===== src/hw/rtl/tss_pkg.sv =====
package tss_pkg;

   // Depth of the subnegotiation store and the widths that follow from it.
   localparam int SUBNEG_DEPTH = 32;
   localparam int CNT_W        = $clog2(SUBNEG_DEPTH + 1);
   localparam int ADDR_W       = $clog2(SUBNEG_DEPTH);
   localparam int IDX_W        = $clog2(SUBNEG_DEPTH + 4);

   // Telnet protocol bytes.
   localparam logic [7:0] B_IAC      = 8'd255;
   localparam logic [7:0] B_SB       = 8'd250;
   localparam logic [7:0] B_SE       = 8'd240;
   localparam logic [7:0] B_WILL     = 8'd251;
   localparam logic [7:0] B_WONT     = 8'd252;
   localparam logic [7:0] B_DO       = 8'd253;
   localparam logic [7:0] B_DONT     = 8'd254;
   localparam logic [7:0] B_GMCP     = 8'd201;
   localparam logic [7:0] B_EOR_CMD  = 8'd239;
   localparam logic [7:0] B_EOR_OPT  = 8'd25;
   localparam logic [7:0] B_TTYPE    = 8'd24;
   localparam logic [7:0] B_CHARSET  = 8'd42;
   localparam logic [7:0] B_SEND     = 8'd1;
   localparam logic [7:0] B_REQUEST  = 8'd1;
   localparam logic [7:0] B_ACCEPTED = 8'd2;
   localparam logic [7:0] B_REJECTED = 8'd3;

   // Event codes.
   localparam logic [3:0] EV_NONE       = 4'd0;
   localparam logic [3:0] EV_EOR        = 4'd1;
   localparam logic [3:0] EV_WILL_GMCP  = 4'd2;
   localparam logic [3:0] EV_DO_GMCP    = 4'd3;
   localparam logic [3:0] EV_DO_EOR     = 4'd4;
   localparam logic [3:0] EV_DONT_EOR   = 4'd5;
   localparam logic [3:0] EV_DO_TTYPE   = 4'd6;
   localparam logic [3:0] EV_DO_CHARSET = 4'd7;
   localparam logic [3:0] EV_TTYPE_SEND = 4'd8;
   localparam logic [3:0] EV_REQUEST    = 4'd9;
   localparam logic [3:0] EV_ACCEPTED   = 4'd10;
   localparam logic [3:0] EV_REJECTED   = 4'd11;

   // Kinds of result job that an accepted byte starts.
   localparam logic [3:0] K_NONE     = 4'd0;
   localparam logic [3:0] K_DATA     = 4'd1;
   localparam logic [3:0] K_IACIAC   = 4'd2;
   localparam logic [3:0] K_CMD2     = 4'd3;
   localparam logic [3:0] K_CMD3     = 4'd4;
   localparam logic [3:0] K_GMCP1    = 4'd5;
   localparam logic [3:0] K_GMCP_IAC = 4'd6;
   localparam logic [3:0] K_GEND     = 4'd7;
   localparam logic [3:0] K_REPLAY   = 4'd8;

   // Store write operations.
   localparam logic [2:0] PUSH_NONE    = 3'd0;
   localparam logic [2:0] PUSH_BYTE    = 3'd1;
   localparam logic [2:0] PUSH_IAC     = 3'd2;
   localparam logic [2:0] PUSH_FIRST   = 3'd3;
   localparam logic [2:0] PUSH_LATCHED = 3'd4;

   typedef struct packed {
      logic [7:0] data_byte;
      logic       end_of_chunk;
   } req_type;

   typedef struct packed {
      logic       plain_valid;
      logic [7:0] plain_byte;
      logic       gmcp_valid;
      logic [7:0] gmcp_byte;
      logic       gmcp_end;
      logic       payload_valid;
      logic [7:0] payload_byte;
      logic [3:0] event_res;
      logic       chunk_done;
      logic       last_result;
   } rsp_type;

   // Everything needed to produce every result of one item.
   typedef struct packed {
      logic [7:0]       p0;
      logic [7:0]       p1;
      logic [7:0]       p2;
      logic [1:0]       np;
      logic [7:0]       g0;
      logic [7:0]       g1;
      logic [1:0]       ng;
      logic             gend;
      logic [3:0]       ev;
      logic             eoc;
      logic             replay;
      logic             show;
      logic [CNT_W-1:0] cnt;
      logic [CNT_W-1:0] ny;
      logic [IDX_W-1:0] last_idx;
   } job_type;

   typedef struct packed {
      logic       accept;
      logic [3:0] kind;
      logic       hold_cmd;
      logic [2:0] push_op;
      logic       clear_cnt;
      logic       emit;
   } cmd_type;

   typedef struct packed {
      logic space;
      logic is_iac;
      logic is_sb;
      logic is_se;
      logic is_cmd;
      logic is_gmcp;
      logic multi;
      logic at_last;
   } stat_type;

   // Builds result k of a job. mem_p and mem_y are the store bytes for the
   // replayed stream and the charset payload at this k.
   function automatic rsp_type build_result(job_type j, logic [IDX_W-1:0] k,
                                            logic [7:0] mem_p, logic [7:0] mem_y);
      rsp_type      r;
      logic [IDX_W:0] kx;
      logic [IDX_W:0] cnt2;
      logic         last;
      r    = '0;
      kx   = {1'b0, k};
      cnt2 = (IDX_W+1)'(j.cnt) + (IDX_W+1)'(2);
      last = (k == j.last_idx);
      if (j.replay) begin
         r.plain_valid = j.show;
         if (j.show) begin
            if (kx == (IDX_W+1)'(0)) r.plain_byte = B_IAC;
            else if (kx == (IDX_W+1)'(1)) r.plain_byte = B_SB;
            else if (kx < cnt2) r.plain_byte = mem_p;
            else if (kx == cnt2) r.plain_byte = B_IAC;
            else r.plain_byte = B_SE;
         end
         if (kx < (IDX_W+1)'(j.ny)) begin
            r.payload_valid = 1'b1;
            r.payload_byte  = mem_y;
         end
      end else begin
         if (kx < (IDX_W+1)'(j.np)) begin
            r.plain_valid = 1'b1;
            if (kx == (IDX_W+1)'(0)) r.plain_byte = j.p0;
            else if (kx == (IDX_W+1)'(1)) r.plain_byte = j.p1;
            else r.plain_byte = j.p2;
         end
         if (kx < (IDX_W+1)'(j.ng)) begin
            r.gmcp_valid = 1'b1;
            r.gmcp_byte  = (kx == (IDX_W+1)'(0)) ? j.g0 : j.g1;
         end
         r.gmcp_end = j.gend && (kx == (IDX_W+1)'(0));
      end
      r.event_res   = j.ev;
      r.chunk_done  = last & j.eoc;
      r.last_result = last;
      return r;
   endfunction

endpackage


===== src/hw/rtl/tss_out_fifo.sv =====
module tss_out_fifo import tss_pkg::*; (
   input  logic    clock,
   input  logic    reset,
   input  logic    push,
   input  rsp_type push_data,
   output logic    space,
   output logic    rsp_valid,
   input  logic    rsp_stall,
   output rsp_type rsp_data
);

   // Two entries, so a new result can be written while the head waits.
   rsp_type    entry_ff [2];
   logic       wr_ptr_ff, wr_ptr_in;
   logic       rd_ptr_ff, rd_ptr_in;
   logic [1:0] count_ff, count_in;
   logic       pop;

   assign space     = (count_ff != 2'd2);
   assign rsp_valid = (count_ff != 2'd0);
   assign rsp_data  = entry_ff[rd_ptr_ff];
   assign pop       = rsp_valid && !rsp_stall;

   always_comb begin
      wr_ptr_in = push ? !wr_ptr_ff : wr_ptr_ff;
      rd_ptr_in = pop ? !rd_ptr_ff : rd_ptr_ff;
      count_in  = count_ff + 2'(push) - 2'(pop);
   end

   always_ff @(posedge clock) begin
      if (reset) begin
         wr_ptr_ff <= 1'b0;
         rd_ptr_ff <= 1'b0;
         count_ff  <= 2'd0;
      end else begin
         wr_ptr_ff <= wr_ptr_in;
         rd_ptr_ff <= rd_ptr_in;
         count_ff  <= count_in;
      end
   end

   always_ff @(posedge clock) begin
      if (push) begin
         entry_ff[wr_ptr_ff] <= push_data;
      end
   end

endmodule


===== src/hw/rtl/tss_datapath.sv =====
module tss_datapath import tss_pkg::*; (
   input  logic     clock,
   input  logic     reset,
   input  req_type  req_data,
   input  cmd_type  cmd,
   output stat_type stat,
   input  logic     csr_valid,
   output logic     csr_ready,
   input  logic     csr_data,
   output logic     rsp_valid,
   input  logic     rsp_stall,
   output rsp_type  rsp_data
);

   logic [7:0]       mem [SUBNEG_DEPTH];
   logic             strip_ff;
   logic [7:0]       held_ff;
   logic [CNT_W-1:0] count_ff, count_in;
   logic [7:0]       byte0_ff, byte1_ff;
   logic [7:0]       b_ff;
   job_type          job_ff, job_in;
   logic [IDX_W-1:0] idx_ff, idx_in;
   logic [7:0]       rd_p_ff, rd_y_ff;
   logic [ADDR_W-1:0] addr_p, addr_y;

   logic [7:0]       b;
   logic             do_write;
   logic [CNT_W-1:0] push_addr;
   logic [7:0]       push_byte;
   logic [IDX_W:0]   n_wide;
   logic             fifo_push;
   rsp_type          fifo_data;
   logic             fifo_space;

   assign b         = req_data.data_byte;
   assign csr_ready = 1'b1;

   // Job for the byte on the input, as chosen by the controller.
   always_comb begin
      job_in      = '0;
      job_in.eoc  = req_data.end_of_chunk;
      job_in.show = !strip_ff;
      n_wide      = '0;
      unique case (cmd.kind)
         K_DATA: begin
            job_in.p0 = b;
            job_in.np = 2'd1;
         end
         K_IACIAC: begin
            job_in.p0 = B_IAC;
            job_in.np = 2'd1;
         end
         K_CMD2: begin
            if (b == B_EOR_CMD) job_in.ev = EV_EOR;
            if (!strip_ff) begin
               job_in.p0 = B_IAC;
               job_in.p1 = b;
               job_in.np = 2'd2;
            end
         end
         K_CMD3: begin
            if (b == B_GMCP) begin
               if (held_ff == B_WILL) job_in.ev = EV_WILL_GMCP;
               else if (held_ff == B_DO) job_in.ev = EV_DO_GMCP;
            end else if (b == B_EOR_OPT) begin
               if (held_ff == B_DO) job_in.ev = EV_DO_EOR;
               else if (held_ff == B_DONT) job_in.ev = EV_DONT_EOR;
            end else if (b == B_TTYPE && held_ff == B_DO) begin
               job_in.ev = EV_DO_TTYPE;
            end else if (b == B_CHARSET && held_ff == B_DO) begin
               job_in.ev = EV_DO_CHARSET;
            end
            if (!strip_ff) begin
               job_in.p0 = B_IAC;
               job_in.p1 = held_ff;
               job_in.p2 = b;
               job_in.np = 2'd3;
            end
         end
         K_GMCP1: begin
            job_in.g0 = b;
            job_in.ng = 2'd1;
         end
         K_GMCP_IAC: begin
            job_in.g0 = B_IAC;
            job_in.g1 = b;
            job_in.ng = (b == B_IAC) ? 2'd1 : 2'd2;
         end
         K_GEND: begin
            job_in.gend = 1'b1;
         end
         K_REPLAY: begin
            job_in.replay = 1'b1;
            job_in.cnt    = count_ff;
            if (count_ff >= CNT_W'(2) && byte0_ff == B_TTYPE && byte1_ff == B_SEND) begin
               job_in.ev = EV_TTYPE_SEND;
            end else if (count_ff >= CNT_W'(2) && byte0_ff == B_CHARSET) begin
               if (byte1_ff == B_REQUEST) job_in.ev = EV_REQUEST;
               else if (byte1_ff == B_ACCEPTED) job_in.ev = EV_ACCEPTED;
               else if (byte1_ff == B_REJECTED) job_in.ev = EV_REJECTED;
            end
            if (job_in.ev == EV_REQUEST || job_in.ev == EV_ACCEPTED) begin
               job_in.ny = count_ff - CNT_W'(2);
            end
         end
         default: begin
         end
      endcase
      if (job_in.replay) begin
         if (!strip_ff) n_wide = (IDX_W+1)'(count_ff) + (IDX_W+1)'(4);
         else if (job_in.ny != '0) n_wide = (IDX_W+1)'(job_in.ny);
         else n_wide = (IDX_W+1)'(1);
      end else begin
         n_wide = (IDX_W+1)'(1);
         if ((IDX_W+1)'(job_in.np) > n_wide) n_wide = (IDX_W+1)'(job_in.np);
         if ((IDX_W+1)'(job_in.ng) > n_wide) n_wide = (IDX_W+1)'(job_in.ng);
      end
      job_in.last_idx = IDX_W'(n_wide - (IDX_W+1)'(1));
   end

   // Store writes.
   always_comb begin
      push_addr = count_ff;
      push_byte = b;
      unique case (cmd.push_op)
         PUSH_IAC:     push_byte = B_IAC;
         PUSH_FIRST:   push_addr = '0;
         PUSH_LATCHED: push_byte = b_ff;
         default: begin
         end
      endcase
      do_write = (cmd.push_op != PUSH_NONE) && (push_addr < CNT_W'(SUBNEG_DEPTH));
      if (do_write) count_in = push_addr + CNT_W'(1);
      else if (cmd.clear_cnt) count_in = '0;
      else count_in = count_ff;
   end

   always_comb begin
      idx_in = idx_ff;
      if (cmd.accept) idx_in = job_in.replay ? IDX_W'(0) : IDX_W'(1);
      else if (cmd.emit) idx_in = idx_ff + IDX_W'(1);
   end

   assign addr_p = ADDR_W'(idx_ff - IDX_W'(2));
   assign addr_y = ADDR_W'(idx_ff + IDX_W'(2));

   always_ff @(posedge clock) begin
      if (reset) begin
         strip_ff <= 1'b1;
         held_ff  <= 8'd0;
         count_ff <= '0;
      end else begin
         if (csr_valid && csr_ready) strip_ff <= csr_data;
         if (cmd.hold_cmd) held_ff <= b;
         count_ff <= count_in;
      end
   end

   always_ff @(posedge clock) begin
      if (cmd.accept) begin
         b_ff   <= b;
         job_ff <= job_in;
      end
      idx_ff <= idx_in;
      if (do_write && push_addr == CNT_W'(0)) byte0_ff <= push_byte;
      if (do_write && push_addr == CNT_W'(1)) byte1_ff <= push_byte;
   end

   always_ff @(posedge clock) begin
      if (do_write) mem[push_addr[ADDR_W-1:0]] <= push_byte;
      rd_p_ff <= mem[addr_p];
      rd_y_ff <= mem[addr_y];
   end

   assign fifo_push = (cmd.accept && !job_in.replay) || cmd.emit;
   assign fifo_data = cmd.accept ? build_result(job_in, '0, 8'd0, 8'd0)
                                 : build_result(job_ff, idx_ff, rd_p_ff, rd_y_ff);

   tss_out_fifo u_out_fifo (
      .clock     (clock),
      .reset     (reset),
      .push      (fifo_push),
      .push_data (fifo_data),
      .space     (fifo_space),
      .rsp_valid (rsp_valid),
      .rsp_stall (rsp_stall),
      .rsp_data  (rsp_data)
   );

   always_comb begin
      stat.space   = fifo_space;
      stat.is_iac  = (b == B_IAC);
      stat.is_sb   = (b == B_SB);
      stat.is_se   = (b == B_SE);
      stat.is_cmd  = (b == B_WILL) || (b == B_WONT) || (b == B_DO) || (b == B_DONT);
      stat.is_gmcp = (b == B_GMCP);
      stat.multi   = (job_in.last_idx != '0);
      stat.at_last = (idx_ff == job_ff.last_idx);
   end

endmodule


===== src/hw/rtl/tss_ctrl.sv =====
module tss_ctrl import tss_pkg::*; (
   input  logic     clock,
   input  logic     reset,
   input  logic     req_valid,
   output logic     req_stall,
   input  stat_type stat,
   output cmd_type  cmd
);

   // Parser modes.
   localparam logic [2:0] M_NORMAL    = 3'd0;
   localparam logic [2:0] M_IAC       = 3'd1;
   localparam logic [2:0] M_CMD       = 3'd2;
   localparam logic [2:0] M_SB        = 3'd3;
   localparam logic [2:0] M_OTHER     = 3'd4;
   localparam logic [2:0] M_OTHER_IAC = 3'd5;
   localparam logic [2:0] M_GMCP      = 3'd6;
   localparam logic [2:0] M_GMCP_IAC  = 3'd7;

   // Result sequencing.
   localparam logic [2:0] S_IDLE  = 3'd0;
   localparam logic [2:0] S_BURST = 3'd1;
   localparam logic [2:0] S_RD    = 3'd2;
   localparam logic [2:0] S_WR    = 3'd3;
   localparam logic [2:0] S_PUSH2 = 3'd4;

   logic [2:0] mode_ff, mode_in;
   logic [2:0] seq_ff, seq_in;
   logic       second_push;

   always_comb begin
      cmd         = '0;
      mode_in     = mode_ff;
      seq_in      = seq_ff;
      second_push = 1'b0;
      req_stall   = 1'b1;
      unique case (seq_ff)
         S_IDLE: begin
            req_stall = !stat.space;
            if (req_valid && stat.space) begin
               cmd.accept = 1'b1;
               cmd.kind   = K_NONE;
               unique case (mode_ff)
                  M_NORMAL: begin
                     if (stat.is_iac) mode_in = M_IAC;
                     else cmd.kind = K_DATA;
                  end
                  M_IAC: begin
                     priority if (stat.is_iac) begin
                        cmd.kind = K_IACIAC;
                        mode_in  = M_NORMAL;
                     end else if (stat.is_sb) begin
                        mode_in = M_SB;
                     end else if (stat.is_cmd) begin
                        cmd.hold_cmd = 1'b1;
                        mode_in      = M_CMD;
                     end else begin
                        cmd.kind = K_CMD2;
                        mode_in  = M_NORMAL;
                     end
                  end
                  M_CMD: begin
                     cmd.kind = K_CMD3;
                     mode_in  = M_NORMAL;
                  end
                  M_SB: begin
                     if (stat.is_gmcp) begin
                        mode_in = M_GMCP;
                     end else begin
                        cmd.push_op = PUSH_FIRST;
                        mode_in     = M_OTHER;
                     end
                  end
                  M_OTHER: begin
                     if (stat.is_iac) mode_in = M_OTHER_IAC;
                     else cmd.push_op = PUSH_BYTE;
                  end
                  M_OTHER_IAC: begin
                     priority if (stat.is_se) begin
                        cmd.kind      = K_REPLAY;
                        cmd.clear_cnt = 1'b1;
                        mode_in       = M_NORMAL;
                     end else if (stat.is_iac) begin
                        cmd.push_op = PUSH_IAC;
                        mode_in     = M_OTHER;
                     end else begin
                        cmd.push_op = PUSH_IAC;
                        second_push = 1'b1;
                        mode_in     = M_OTHER;
                     end
                  end
                  M_GMCP: begin
                     if (stat.is_iac) mode_in = M_GMCP_IAC;
                     else cmd.kind = K_GMCP1;
                  end
                  M_GMCP_IAC: begin
                     if (stat.is_se) begin
                        cmd.kind = K_GEND;
                        mode_in  = M_NORMAL;
                     end else begin
                        cmd.kind = K_GMCP_IAC;
                        mode_in  = M_GMCP;
                     end
                  end
               endcase
               priority if (cmd.kind == K_REPLAY) seq_in = S_RD;
               else if (second_push) seq_in = S_PUSH2;
               else if (stat.multi) seq_in = S_BURST;
               else seq_in = S_IDLE;
            end
         end
         S_BURST: begin
            if (stat.space) begin
               cmd.emit = 1'b1;
               if (stat.at_last) seq_in = S_IDLE;
            end
         end
         S_RD: begin
            seq_in = S_WR;
         end
         S_WR: begin
            if (stat.space) begin
               cmd.emit = 1'b1;
               seq_in   = stat.at_last ? S_IDLE : S_RD;
            end
         end
         S_PUSH2: begin
            cmd.push_op = PUSH_LATCHED;
            seq_in      = S_IDLE;
         end
         default: begin
            seq_in = S_IDLE;
         end
      endcase
   end

   always_ff @(posedge clock) begin
      if (reset) begin
         mode_ff <= M_NORMAL;
         seq_ff  <= S_IDLE;
      end else begin
         mode_ff <= mode_in;
         seq_ff  <= seq_in;
      end
   end

endmodule


===== src/hw/rtl/telnet_stream_splitter.sv =====
// Telnet stream splitter: takes one raw Telnet byte per input item on the
// req_ channel and sends result items on the rsp_ channel. Each result item
// carries a plain data byte, a GMCP byte and a charset payload byte, each
// with its own valid bit, plus the event code of the negotiation that the
// byte completed. An input item yields one or more results, and the last
// one has last_result set and echoes end_of_chunk as chunk_done.
// The csr_ channel writes strip_commands; it is always ready.
// The first result of an item that is not a replay is written to the
// output queue as the item is accepted and is on rsp_ in the next cycle,
// so plain data streams at one byte per cycle while the queue has space.
// A byte with more results holds the input until its last is queued. An
// IAC followed by a byte other than IAC or SE in a stored subnegotiation
// writes the store twice, IAC then the byte, as it has one write port. The
// closing IAC SE replays the store, per result an address, then a read.
// Reset brings the parser to plain data, clears the held command and the
// store fill count, sets strip_commands and empties the output queue.
// A two-entry output queue sits before rsp_; when the receiver stalls and
// the queue fills, req_stall rises and the parser holds its place.
module telnet_stream_splitter import tss_pkg::*; (
   input  logic    clock,
   input  logic    reset,
   input  logic    req_valid,
   output logic    req_stall,
   input  req_type req_data,
   output logic    rsp_valid,
   input  logic    rsp_stall,
   output rsp_type rsp_data,
   input  logic    csr_valid,
   output logic    csr_ready,
   input  logic    csr_data
);

   // Command and status between the controller and the datapath.
   cmd_type  cmd;
   stat_type stat;

   // The controller tracks the Telnet parser mode and sequences multi-result
   // items; it never touches a data byte directly.
   tss_ctrl u_ctrl (
      .clock     (clock),
      .reset     (reset),
      .req_valid (req_valid),
      .req_stall (req_stall),
      .stat      (stat),
      .cmd       (cmd)
   );

   // The datapath holds the store, the held command, the job of the current
   // item and the output queue.
   tss_datapath u_datapath (
      .clock     (clock),
      .reset     (reset),
      .req_data  (req_data),
      .cmd       (cmd),
      .stat      (stat),
      .csr_valid (csr_valid),
      .csr_ready (csr_ready),
      .csr_data  (csr_data),
      .rsp_valid (rsp_valid),
      .rsp_stall (rsp_stall),
      .rsp_data  (rsp_data)
   );

endmodule


===== config.mk =====
export PLATFORM = sky130hd
export DESIGN_NAME = telnet_stream_splitter
export DESIGN_NICKNAME = d
export VERILOG_FILES = /design/src/hw/rtl/tss_pkg.sv /design/src/hw/rtl/tss_out_fifo.sv /design/src/hw/rtl/tss_datapath.sv /design/src/hw/rtl/tss_ctrl.sv /design/src/hw/rtl/telnet_stream_splitter.sv
export SDC_FILE = /design/constraint.sdc
export NUM_CORES = 1
export LEC_CHECK = 0
export BUFFER_PORTS_ARGS = -buffer_cell sky130_fd_sc_hd__buf_2
export CORE_ASPECT_RATIO = 0.6
export CORE_MARGIN = 1
export CORE_UTILIZATION = 52
export DETAILED_ROUTE_END_ITERATION = 7
export PLACE_DENSITY_LB_ADDON = 0.15
export SYNTH_ARGS = -nofsm -noshare
export SYNTH_HDL_FRONTEND = slang
export SYNTH_HIERARCHICAL = 1
export SYNTH_SLANG_ARGS = --single-unit

===== constraint.sdc =====
create_clock -name clock -period 11.5 [get_ports clock]
set_input_delay 2.3 -clock clock [delete_from_list [all_inputs] [get_ports clock]]
set_output_delay 2.3 -clock clock [all_outputs]
set_load 0.02 [all_outputs]

==> results.py, run 1 <==
metrics = {
    "layout": {
        "num-nets-final": 1433,
        "final_common_cell": "edfxtp_1",
        "final_cell_mix": "424 x edfxtp_1, 119 x nor2_1, 96 x mux4_2",
        "nFillCells": 2991,
        "area_delta_synth_final_pct": 10.7,
        "fin_area_sq_um": 22900,
        "layout-drive-gt1-share": 0.217,
    },
    "cts": {
        "holdBufCountCts": 0,
        "clockBufferDepth": 3,
        "clkTransAtPathRegs_ps": 70,
        "post_cts_buffers": 0,
        "cts.sinks": 466,
        "ctsResizeCount": 0,
        "cts_max_level": 2,
        "clock_insertion_delay_worst_skew_ps": 550,
        "root_buffer": "clkbuf_16",
        "cts_tree": "yes",
        "cts-buffers-inserted": 43,
    },
    "critical_path": {
        "max_stage_delay_ps": 710,
        "r2r-start": "u_ctrl/seq_ff[0]",
        "crit_arrival_ps": 7790,
        "crit_path_start_kind": "input port",
        "crit_path_top_delay_cell": "nor2_1",
        "worstPathRequired_ps": 11910,
        "rr_worst_depth": 18,
        "timing.reg2reg.setup_slack_ps": 5350,
        "r2r_end": "u_ctrl/seq_ff[0]",
        "cp-end-kind": "flip-flop",
        "path_cells": "buf_2 -> nand4_1 -> nor2_1 -> o21ai_0 -> a21oi_1 -> nand2b_1 -> nor2_1 -> o21ai_0 -> ha_1 -> o21bai_1 -> nand2_1 -> o41ai_1 -> nor3_1 -> inv_2 -> ha_1 -> xnor2_1 -> or4b_4 -> o311ai_0 -> a221oi_1",
        "crit_type": "in2reg",
        "crit_fanout": 18,
    },
    "worst_hold_path": {
        "hp-class": "reg2reg",
        "hold_path_end": "u_datapath/held_ff[5]",
        "hold_depth": 2,
        "min_from": "u_datapath/held_ff[5]",
    },
    "global_route": {
        "grt_first_pass_wirelength_um": 74500,
        "grt_remaining_overflow": 0,
        "grt_pass1_vias": 11000,
        "grt_max_degree": 70,
        "grt_usage": 0.257,
        "antenna_found_initial": 3,
    },
    "power": {
        "p_total_mw": 5.67,
        "pwr-share-clk": 0.254,
        "power_frac_comb": 0.348,
        "power_density_nw_per_um2": 247,
        "p_int_mw": 3.86,
        "p_sw_frac": 0.319,
        "ir_drop_v": 0.000169,
        "switchingPower_mw": 1.81,
        "p_leak_nw": 7.87,
        "power_frac_seq": 0.398,
    },
    "sta": {
        "drv_slew": 0,
        "min_period_ps": 7380,
        "final_hold_viol_count": 0,
        "final-setup-viol-count": 0,
        "worst_slew_pin_slew_ps": 1270,
        "skew_ps": 20.8,
        "fmax_mhz": 136,
        "slew_headroom": 0.152,
        "worst_slack_ps": 4120,
        "finalCritPeriodShare": 0.642,
        "rsz0062_at_grt": "false",
        "tns_ps": 0,
    },
    "die": {
        "ios": 52,
        "coreArea_sq_um": 39200,
        "die_area_sq_um": 40700,
        "fp.dieH_um": 157,
        "die_w_um": 260,
        "start_util": 0.529,
        "num_rows": 56,
    },
    "placement": {
        "hpwl_um": 35200,
        "place.gp.congestion": 0.957,
        "placed_area_sq_um": 21500,
        "numPortBuffers": 50,
        "post-place-ws_ps": 3730,
    },
    "routing": {
        "ant_nets": 0,
        "wl_um": 51300,
        "num_vias": 12100,
        "drtIter0Drc": 1657,
        "post-route-drc-count": 0,
        "via_per_inst": 6.25,
        "drtPass1Iterations": 6,
        "wl_per_cell_um": 26.5,
    },
    "yosys": {
        "avgSynthCellArea_sq_um": 15.5,
        "synth_ff_type": "edfxtp_1",
        "syn_inst": 1337,
        "synth_cell_type_count": 83,
        "yosysSeqAreaShare": 0.655,
        "syn-cell-area_sq_um": 20700,
        "ys_seq_elements": 466,
        "synth-edff-count": 424,
        "syn-num-nets": 1385,
        "async_flop_share": 0,
        "yosys_warnings": 6,
    },
    "run_status": {
        "status": "completed",
    },
    "run": {
        "max_cap_violations": 0,
    },
}
area by class of cell:
| cell class | count | area, sq um | share of cell area |
|---|---|---|---|
| clock buffer | 54 | 1160 | 0.0505 |
| antenna | 1 | 2.50 | 0.000109 |
| sequential | 466 | 13600 | 0.592 |
| clock inverter | 22 | 243 | 0.0106 |
| tap | 522 | 653 | 0.0285 |
| timing repair buffer | 69 | 393 | 0.0171 |
| multi-input combinational | 757 | 6720 | 0.293 |
| inverter | 48 | 186 | 0.00813 |
metal layers:
| layer | share of wire | routed length (um) | global-route usage | up-vias |
|---|---|---|---|---|
| met5 | 0.00045 | 23 | 0 | - |
| met4 | 0.013 | 682 | 0.0476 | 4 |
| met3 | 0.14 | 7080 | 0.0952 | 64 |
| met2 | 0.37 | 18800 | 0.297 | 653 |
| met1 | 0.48 | 24700 | 0.439 | 6103 |
| li1 | - | - | - | 5300 |
worst max-delay path by stage:
stage / slack, ps / depth (start not counted) / to / startpoint
after floorplan: 3750 / 19 / u_ctrl/seq_ff[0] / req_valid
after global placement: 3890 / 19 / u_ctrl/seq_ff[0] / req_data[6]
after detailed placement: 3730 / 19 / u_ctrl/seq_ff[0] / req_data[6]
after CTS: 4230 / 18 / u_datapath/u_out_fifo/entry_ff[0][0] / req_data[6]
after global routing: 3640 / 19 / u_ctrl/seq_ff[0] / req_data[7]
final: 4120 / 19 / u_ctrl/seq_ff[0] / req_data[6]
synth_stat cells, types with 4 or more instances:
cell | n | area share
mux2i_1 | 22 | 0.011
and3_1 | 13 | 0.0039
ha_1 | 33 | 0.020
nor3_1 | 14 | 0.0034
nor2_1 | 120 | 0.022
nor3b_1 | 4 | 0.0014
and2_1 | 23 | 0.0069
xnor2_1 | 15 | 0.0063
a22o_1 | 8 | 0.0034
buf_6 | 5 | 0.0027
o21ai_1 | 9 | 0.0022
o221ai_1 | 4 | 0.0017
o21ai_0 | 17 | 0.0041
clkbuf_1 | 46 | 0.0083
xor2_1 | 13 | 0.0055
inv_1 | 45 | 0.0082
buf_1 | 9 | 0.0016
dfxtp_1 | 42 | 0.041
or4_1 | 4 | 0.0014
o21bai_1 | 4 | 0.0014
buf_2 | 4 | 0.00097
a221oi_1 | 5 | 0.0021
mux4_2 | 96 | 0.10
nand3_1 | 29 | 0.0070
edfxtp_1 | 424 | 0.61
mux2_4 | 21 | 0.015
nand2b_1 | 18 | 0.0054
nor2b_1 | 11 | 0.0033
a211oi_1 | 7 | 0.0025
a21oi_1 | 51 | 0.012
a21o_1 | 5 | 0.0018
nor4_1 | 8 | 0.0024
mux2_2 | 32 | 0.017
o22ai_1 | 18 | 0.0054
nand4_1 | 8 | 0.0024
nand2_1 | 71 | 0.013
stage by stage:
step	hold WS, ps	instances	utilization
global route	567	1938	0.585
finish	530	1939	0.585
floorplan	484	1337	-
global placement	509	1862	0.550
CTS	530	1938	0.585
detailed placement	515	1862	0.550
worst max-delay path: cells and delay by family:
kind | cells | cell delay (ps)
buf+inv | 2 | 350
simple gates | 7 | 2560
fa+ha+maj | 2 | 580
xor+xnor | 1 | 110
compound gates | 7 | 1910
power by group through the flow:
stage / sequential (mW) / clock, mW / combinational, mW
2_1_floorplan: 2.23 / 0 / 1.44
3_3_place_gp: 2.28 / 0 / 1.95
3_5_place_dp: 2.29 / 0 / 1.96
4_1_cts: 2.25 / 1.46 / 1.97
5_1_grt: 2.27 / 1.53 / 2.10
6_report: 2.25 / 1.44 / 1.97
cells by family after synthesis:
group / count (synthesis) / synth area share
buf+inv: 114 / 0.0233
simple gates: 355 / 0.0859
compound gates: 166 / 0.0540
other cells: 1 / 0.000181
fa+ha+maj: 33 / 0.0199
xor+xnor: 29 / 0.0129
mux: 173 / 0.149
flops: 466 / 0.655
flip-flops by register name, summed over array words and instances, names as in the netlist, named ones only:
| register | count |
|---|---|
| u_datapath/u_out_fifo/rd_ptr_ff | 1 |
| u_datapath/b_ff | 8 |
| u_datapath/rd_p_ff | 8 |
| u_datapath/count_ff | 6 |
| u_datapath/byte0_ff | 8 |
| u_datapath/job_ff | 70 |
| u_datapath/u_out_fifo/entry_ff | 68 |
| u_datapath/u_out_fifo/wr_ptr_ff | 1 |
| u_datapath/u_out_fifo/count_ff | 2 |
| u_datapath/byte1_ff | 8 |
| u_datapath/held_ff | 8 |
| u_datapath/rd_y_ff | 8 |
| u_datapath/mem | 256 |
| u_datapath/strip_ff | 1 |
| u_ctrl/mode_ff | 3 |
| u_datapath/idx_ff | 6 |
| u_ctrl/seq_ff | 3 |
Note: power is estimated with default switching activity, not from simulation.
==> run 2, diff against run 1 <==
--- a/config.mk
+++ b/config.mk
@@ -5,6 +5,7 @@
 export SDC_FILE = /design/constraint.sdc
 export NUM_CORES = 1
 export LEC_CHECK = 0
+export ABC_AREA = 1
 export BUFFER_PORTS_ARGS = -buffer_cell sky130_fd_sc_hd__buf_2
 export CORE_ASPECT_RATIO = 0.6
 export CORE_MARGIN = 1
==> constraint.sdc (replaced) <==
create_clock -name clock -period 6.26 [get_ports clock]
set_input_delay 1.252 -clock clock [delete_from_list [all_inputs] [get_ports clock]]
set_output_delay 1.252 -clock clock [all_outputs]
set_load 0.02 [all_outputs]
==> run 2 against run 1 <==
Compared with the run above:
- critical path depth grew 14
- clock power is 83% higher
- synthesized cell count rose by 44%
- combinational power up 130%
- via count up 23%
- cell area up 2.2%
- area after synthesis rose by 2.5%
- clock-buffer cell count is 2 higher
- largest power group is now combinational logic
==> results.py, run 2 <==
metrics = {
    "cts": {
        "cts_tree": "yes",
        "cts_max_level": 2,
        "clock_insertion_delay_worst_skew_ps": 580,
        "cts.sinks": 466,
        "post_cts_buffers": 0,
        "ctsResizeCount": 0,
        "root_buffer": "clkbuf_16",
        "clockBufferDepth": 3,
        "holdBufCountCts": 0,
        "clkTransAtPathRegs_ps": 60,
        "cts-buffers-inserted": 44,
    },
    "critical_path": {
        "timing.reg2reg.setup_slack_ps": 1670,
        "crit_path_start_kind": "input port",
        "worstPathRequired_ps": 6740,
        "crit_arrival_ps": 5960,
        "crit_top_cell": "inv_1",
        "cp-end-kind": "flip-flop",
        "crit_fanout": 11,
        "crit_type": "in2reg",
        "r2r-start": "u_datapath/u_out_fifo/count_ff[0]",
        "rr_worst_depth": 30,
        "crit_path_top_delay_cell": "nor4_1",
        "r2r_end": "u_ctrl/seq_ff[0]",
        "max_stage_delay_ps": 430,
    },
    "run_status": {
        "status": "completed",
    },
    "yosys": {
        "syn-cell-area_sq_um": 21200,
        "synth_largest_area_cell": "edfxtp_1",
        "syn_inst": 1919,
        "ys_seq_elements": 466,
        "avgSynthCellArea_sq_um": 11.1,
        "synthTopCellsByCount": "451 x nand2_1, 424 x edfxtp_1, 146 x a21oi_1",
        "syn-num-nets": 1967,
        "synth_ff_type": "edfxtp_1",
        "yosysSeqAreaShare": 0.639,
        "synth_area_leaders": "edfxtp_1 60%, nand2_1 8.0%, dfxtp_1 4.0%, a21oi_1 3.4%, a32o_1 3.0%",
        "async_flop_share": 0,
        "synth-edff-count": 424,
        "yosys_warnings": 6,
        "synth_most_common_cell": "nand2_1",
        "synth_cell_type_count": 65,
        "synth.top_cell.area_share": 0.599,
    },
    "global_route": {
        "grt_max_degree": 81,
        "grt_usage": 0.273,
        "grt_remaining_overflow": 0,
        "antenna_found_initial": 3,
        "grt_pass1_vias": 13400,
        "grt_first_pass_wirelength_um": 84200,
    },
    "sta": {
        "rsz0062_at_grt": "false",
        "final_hold_viol_count": 0,
        "slew_headroom": 0.222,
        "min_period_ps": 5480,
        "tns_ps": 0,
        "skew_ps": 30.9,
        "final-setup-viol-count": 0,
        "drv_slew": 0,
        "finalCritPeriodShare": 0.875,
        "worst_slew_pin_slew_ps": 1160,
        "fmax_mhz": 182,
    },
    "run": {
        "max_cap_violations": 0,
    },
    "power": {
        "p_leak_nw": 8.70,
        "power_frac_seq": 0.367,
        "p_sw_frac": 0.400,
        "power_density_nw_per_um2": 486,
        "pwr-share-clk": 0.231,
        "p_int_mw": 6.84,
        "ir_drop_v": 0.000289,
        "power_frac_comb": 0.402,
        "switchingPower_mw": 4.55,
    },
    "die": {
        "die_w_um": 263,
        "die_area_sq_um": 41700,
        "coreArea_sq_um": 39700,
        "num_rows": 56,
        "ios": 52,
        "start_util": 0.536,
        "fp.dieH_um": 159,
    },
    "routing": {
        "drtIter0Drc": 2216,
        "via_per_inst": 5.93,
        "ant_nets": 0,
        "num_vias": 15000,
        "wl_per_cell_um": 22.4,
        "wl_um": 56600,
        "post-route-drc-count": 0,
        "drtPass1Iterations": 6,
    },
    "worst_hold_path": {
        "hp-class": "reg2reg",
        "hold_depth": 2,
        "min_from": "u_datapath/u_out_fifo/rd_ptr_ff",
        "hold_path_end": "u_datapath/u_out_fifo/rd_ptr_ff",
    },
    "layout": {
        "layout-drive-gt1-share": 0.130,
        "final_cell_mix": "451 x nand2_1, 424 x edfxtp_1, 141 x a21oi_1",
        "layout.cells.non_filler": 2523,
        "nFillCells": 3243,
        "fin_area_sq_um": 23400,
        "largest_reg_flops": 256,
        "area_delta_synth_final_pct": 10.4,
        "final_common_cell": "nand2_1",
        "num-nets-final": 2013,
    },
    "placement": {
        "placed_cells": 2441,
        "numPortBuffers": 50,
        "hpwl_um": 38200,
        "placed_area_sq_um": 22000,
        "place.gp.congestion": 0.970,
    },
}
run 2: per-layer routing:
layer,part of all wire,GRT usage,wire length (um),up-vias
li1,-,-,-,6946
met1,0.48,0.444,27300,7147
met2,0.37,0.343,21000,796
met3,0.13,0.0937,7560,70
met4,0.013,0.0487,744,0
met5,0,0,0,-
run 2: cells by family after synthesis:
| group | count (synthesis) | synth area share |
|---|---|---|
| mux | 36 | 0.0243 |
| fa+ha+maj | 33 | 0.0194 |
| other cells | 1 | 0.000177 |
| flops | 466 | 0.639 |
| compound gates | 355 | 0.109 |
| xor+xnor | 13 | 0.00536 |
| buf+inv | 228 | 0.0441 |
| simple gates | 787 | 0.159 |
run 2: metrics by stage:
stage,hold WS (ps),util,power (mW),setup slack [ps]
after floorplan,447,-,7.24,799
after global placement,488,0.556,8.60,572
after detailed placement,498,0.556,8.67,383
after CTS,519,0.591,11.3,946
after global routing,578,0.591,11.9,265
final,515,0.591,11.4,780
run 2: layout make-up:
cell class	count	area, sq um	share of cell area
Antenna cell	1	2.50	0.000107
Clock buffer	56	1190	0.0507
Clock inverter	25	210	0.00897
Inverter	143	544	0.0232
Multi-Input combinational cell	1225	6760	0.288
Sequential cell	466	13600	0.579
Tap cell	522	653	0.0279
Timing Repair Buffer	85	513	0.0219
run 2: power by group through the flow:
stage | logic [mW] | clock network, mW | registers (mW)
global placement | 4.37 | 0 | 4.22
finish | 4.58 | 2.63 | 4.17
CTS | 4.45 | 2.67 | 4.17
detailed placement | 4.43 | 0 | 4.24
floorplan | 3.07 | 0 | 4.16
global route | 4.93 | 2.79 | 4.21
run 2: worst max-delay path by stage:
| stage | from | to | slack, ps |
|---|---|---|---|
| CTS | req_data[6] | u_ctrl/seq_ff[0] | 950 |
| global placement | req_data[6] | u_ctrl/seq_ff[0] | 570 |
| global route | req_data[6] | u_ctrl/seq_ff[0] | 260 |
| detailed placement | req_data[6] | u_ctrl/seq_ff[0] | 380 |
| finish | req_data[6] | u_ctrl/seq_ff[0] | 780 |
| floorplan | req_data[5] | u_ctrl/seq_ff[0] | 800 |
run 2: critical path: cells and delay by family:
family,cells,cell delay [ps]
adders and majority gates,2,520
AOI/OAI and AO/OA,7,1060
and+or+nand+nor,17,2390
buffers and inverters,7,740
==> run 3, diff against run 2 <==
--- a/config.mk
+++ b/config.mk
@@ -11,7 +11,7 @@
 export CORE_MARGIN = 1
 export CORE_UTILIZATION = 52
 export DETAILED_ROUTE_END_ITERATION = 7
-export PLACE_DENSITY_LB_ADDON = 0.15
+export PLACE_DENSITY = 0.71
 export SYNTH_ARGS = -nofsm -noshare
 export SYNTH_HDL_FRONTEND = slang
 export SYNTH_HIERARCHICAL = 1
==> run 3 against run 2 <==
Compared with the run above:
- routed wire length shrank 1.1%
- cell area shrank 0.63%
- setup slack gained 54 ps
- flip-flop and latch count unchanged
- total power fell by 1.7%
- critical path depth unchanged
- global-route usage shrank 0.50 points
- critical endpoint unchanged
- largest power group unchanged
==> results.py, run 3 (synthesis results as in run 2) <==
metrics = {
    "sta": {
        "final-setup-viol-count": 0,
        "finalCritPeriodShare": 0.867,
        "final_hold_viol_count": 0,
        "worst_slack_ps": 835,
        "worst_slew_pin_slew_ps": 1170,
        "slew_headroom": 0.214,
        "rsz0062_at_grt": "false",
        "drv_slew": 0,
        "skew_ps": 18.2,
        "fmax_mhz": 184,
        "min_period_ps": 5430,
        "tns_ps": 0,
    },
    "placement": {
        "placed_cells": 2435,
        "numPortBuffers": 50,
        "hpwl_um": 38200,
        "place.gp.congestion": 0.973,
        "post-place-ws_ps": 446,
    },
    "critical_path": {
        "worstPathRequired_ps": 6740,
        "crit_fanout": 8,
        "crit_arrival_ps": 5900,
        "r2r_end": "u_ctrl/seq_ff[0]",
        "max_stage_delay_ps": 400,
        "cp-end-kind": "flip-flop",
        "crit_type": "in2reg",
        "rr_worst_depth": 28,
        "crit_path_start_kind": "input port",
        "crit_path_top_delay_cell": "nor4_1",
        "critPathLaunch": "req_data[5]",
        "r2r-start": "u_ctrl/mode_ff[1]",
        "timing.reg2reg.setup_slack_ps": 1790,
    },
    "global_route": {
        "grt_remaining_overflow": 0,
        "grt_first_pass_wirelength_um": 82900,
        "grt_max_degree": 93,
        "grt_usage": 0.268,
        "grt_pass1_vias": 13400,
        "antenna_found_initial": 2,
    },
    "cts": {
        "cts_tree": "yes",
        "clockBufferDepth": 3,
        "clock_insertion_delay_worst_skew_ps": 560,
        "post_cts_buffers": 0,
        "ctsResizeCount": 0,
        "cts-buffers-inserted": 42,
        "cts.sinks": 466,
        "clkTransAtPathRegs_ps": 70,
        "cts_max_level": 2,
        "root_buffer": "clkbuf_16",
        "holdBufCountCts": 0,
    },
    "power": {
        "power_density_nw_per_um2": 481,
        "ir_drop_v": 0.000273,
        "p_leak_nw": 8.62,
    },
    "run_status": {
        "status": "completed",
    },
    "layout": {
        "diodes": 0,
        "largest_reg_flops": 256,
        "layout-drive-gt1-share": 0.126,
        "nFillCells": 3279,
        "final_cell_mix": "451 x nand2_1, 424 x edfxtp_1, 141 x a21oi_1",
        "fin_util": 0.587,
        "layout.cells.non_filler": 2511,
        "area_delta_synth_final_pct": 9.68,
        "num-nets-final": 2005,
        "final_common_cell": "nand2_1",
    },
    "die": {
        "start_util": 0.536,
        "fp.dieH_um": 159,
        "ios": 52,
        "die_w_um": 263,
        "coreArea_sq_um": 39700,
        "num_rows": 56,
        "die_area_sq_um": 41700,
    },
    "routing": {
        "via_per_inst": 6.01,
        "ant_nets": 0,
        "drtIter0Drc": 2144,
        "num_vias": 15100,
        "drtPass1Iterations": 5,
        "wl_um": 55900,
        "post-route-drc-count": 0,
        "wl_per_cell_um": 22.3,
    },
    "worst_hold_path": {
        "hold_path_end": "u_datapath/count_ff[5]",
        "hold_depth": 2,
        "hp-class": "reg2reg",
        "min_from": "u_datapath/count_ff[5]",
    },
    "run": {
        "max_cap_violations": 0,
    },
}
-- run 3: cell types whose count changed in the layout (fill, tap and decap cells not counted), moves of 2 or more --
cell | before | now
clkbuf_16 | 46 | 43
clkbuf_8 | 0 | 5
clkbuf_1 | 10 | 13
clkinv_1 | 12 | 8
bufinv_16 | 3 | 1
buf_4 | 35 | 29
-- run 3: layout make-up --
class / count / area (sq um) / share of cell area
sequential: 466 / 13600 / 0.583
inverter: 143 / 543 / 0.0233
timing repair buffer: 79 / 468 / 0.0201
clock buffer: 61 / 1190 / 0.0512
tap: 522 / 653 / 0.0280
clock inverter: 15 / 101 / 0.00435
multi-input combinational: 1225 / 6760 / 0.290
-- run 3: through the flow --
step           cell area [sq um]  power [mW]  hold WS (ps)
3_5_place_dp               22000        8.65           512
2_1_floorplan              21200        7.24           447
3_3_place_gp               22000        8.58           476
5_1_grt                    23300        11.7           567
6_report                   23300        11.2           528
4_1_cts                    23300        11.1           523
-- run 3: how the worst max path moves through the flow --
stage | endpoint | slack (ps)
final | u_ctrl/seq_ff[0] | 830
after CTS | u_ctrl/seq_ff[0] | 1000
after floorplan | u_ctrl/seq_ff[0] | 800
after global routing | u_ctrl/seq_ff[0] | 460
after detailed placement | u_ctrl/seq_ff[0] | 450
after global placement | u_ctrl/seq_ff[0] | 570
-- run 3: power by group --
| part | switching, mW | internal (mW) | total [mW] |
|---|---|---|---|
| Sequential | 0.194 | 3.99 | 4.18 |
| Clock | 1.11 | 1.37 | 2.47 |
| Combinational | 3.18 | 1.37 | 4.55 |
| Total | 4.48 | 6.73 | 11.2 |
-- run 3: critical path, delay by kind of cell --
kind	cells	cell delay (ps)
AO/OA/AOI/OAI	7	1010
buffers and inverters	7	750
adder cells (fa/ha/maj)	2	520
AND/OR/NAND/NOR	17	2360
-- run 3: layer usage --
metal / up-vias / track usage / part of all wire
met5: - / 0 / 0.00032
met4: 2 / 0.0507 / 0.014
met3: 76 / 0.0878 / 0.13
met2: 787 / 0.346 / 0.38
met1: 7296 / 0.431 / 0.47
li1: 6918 / - / -
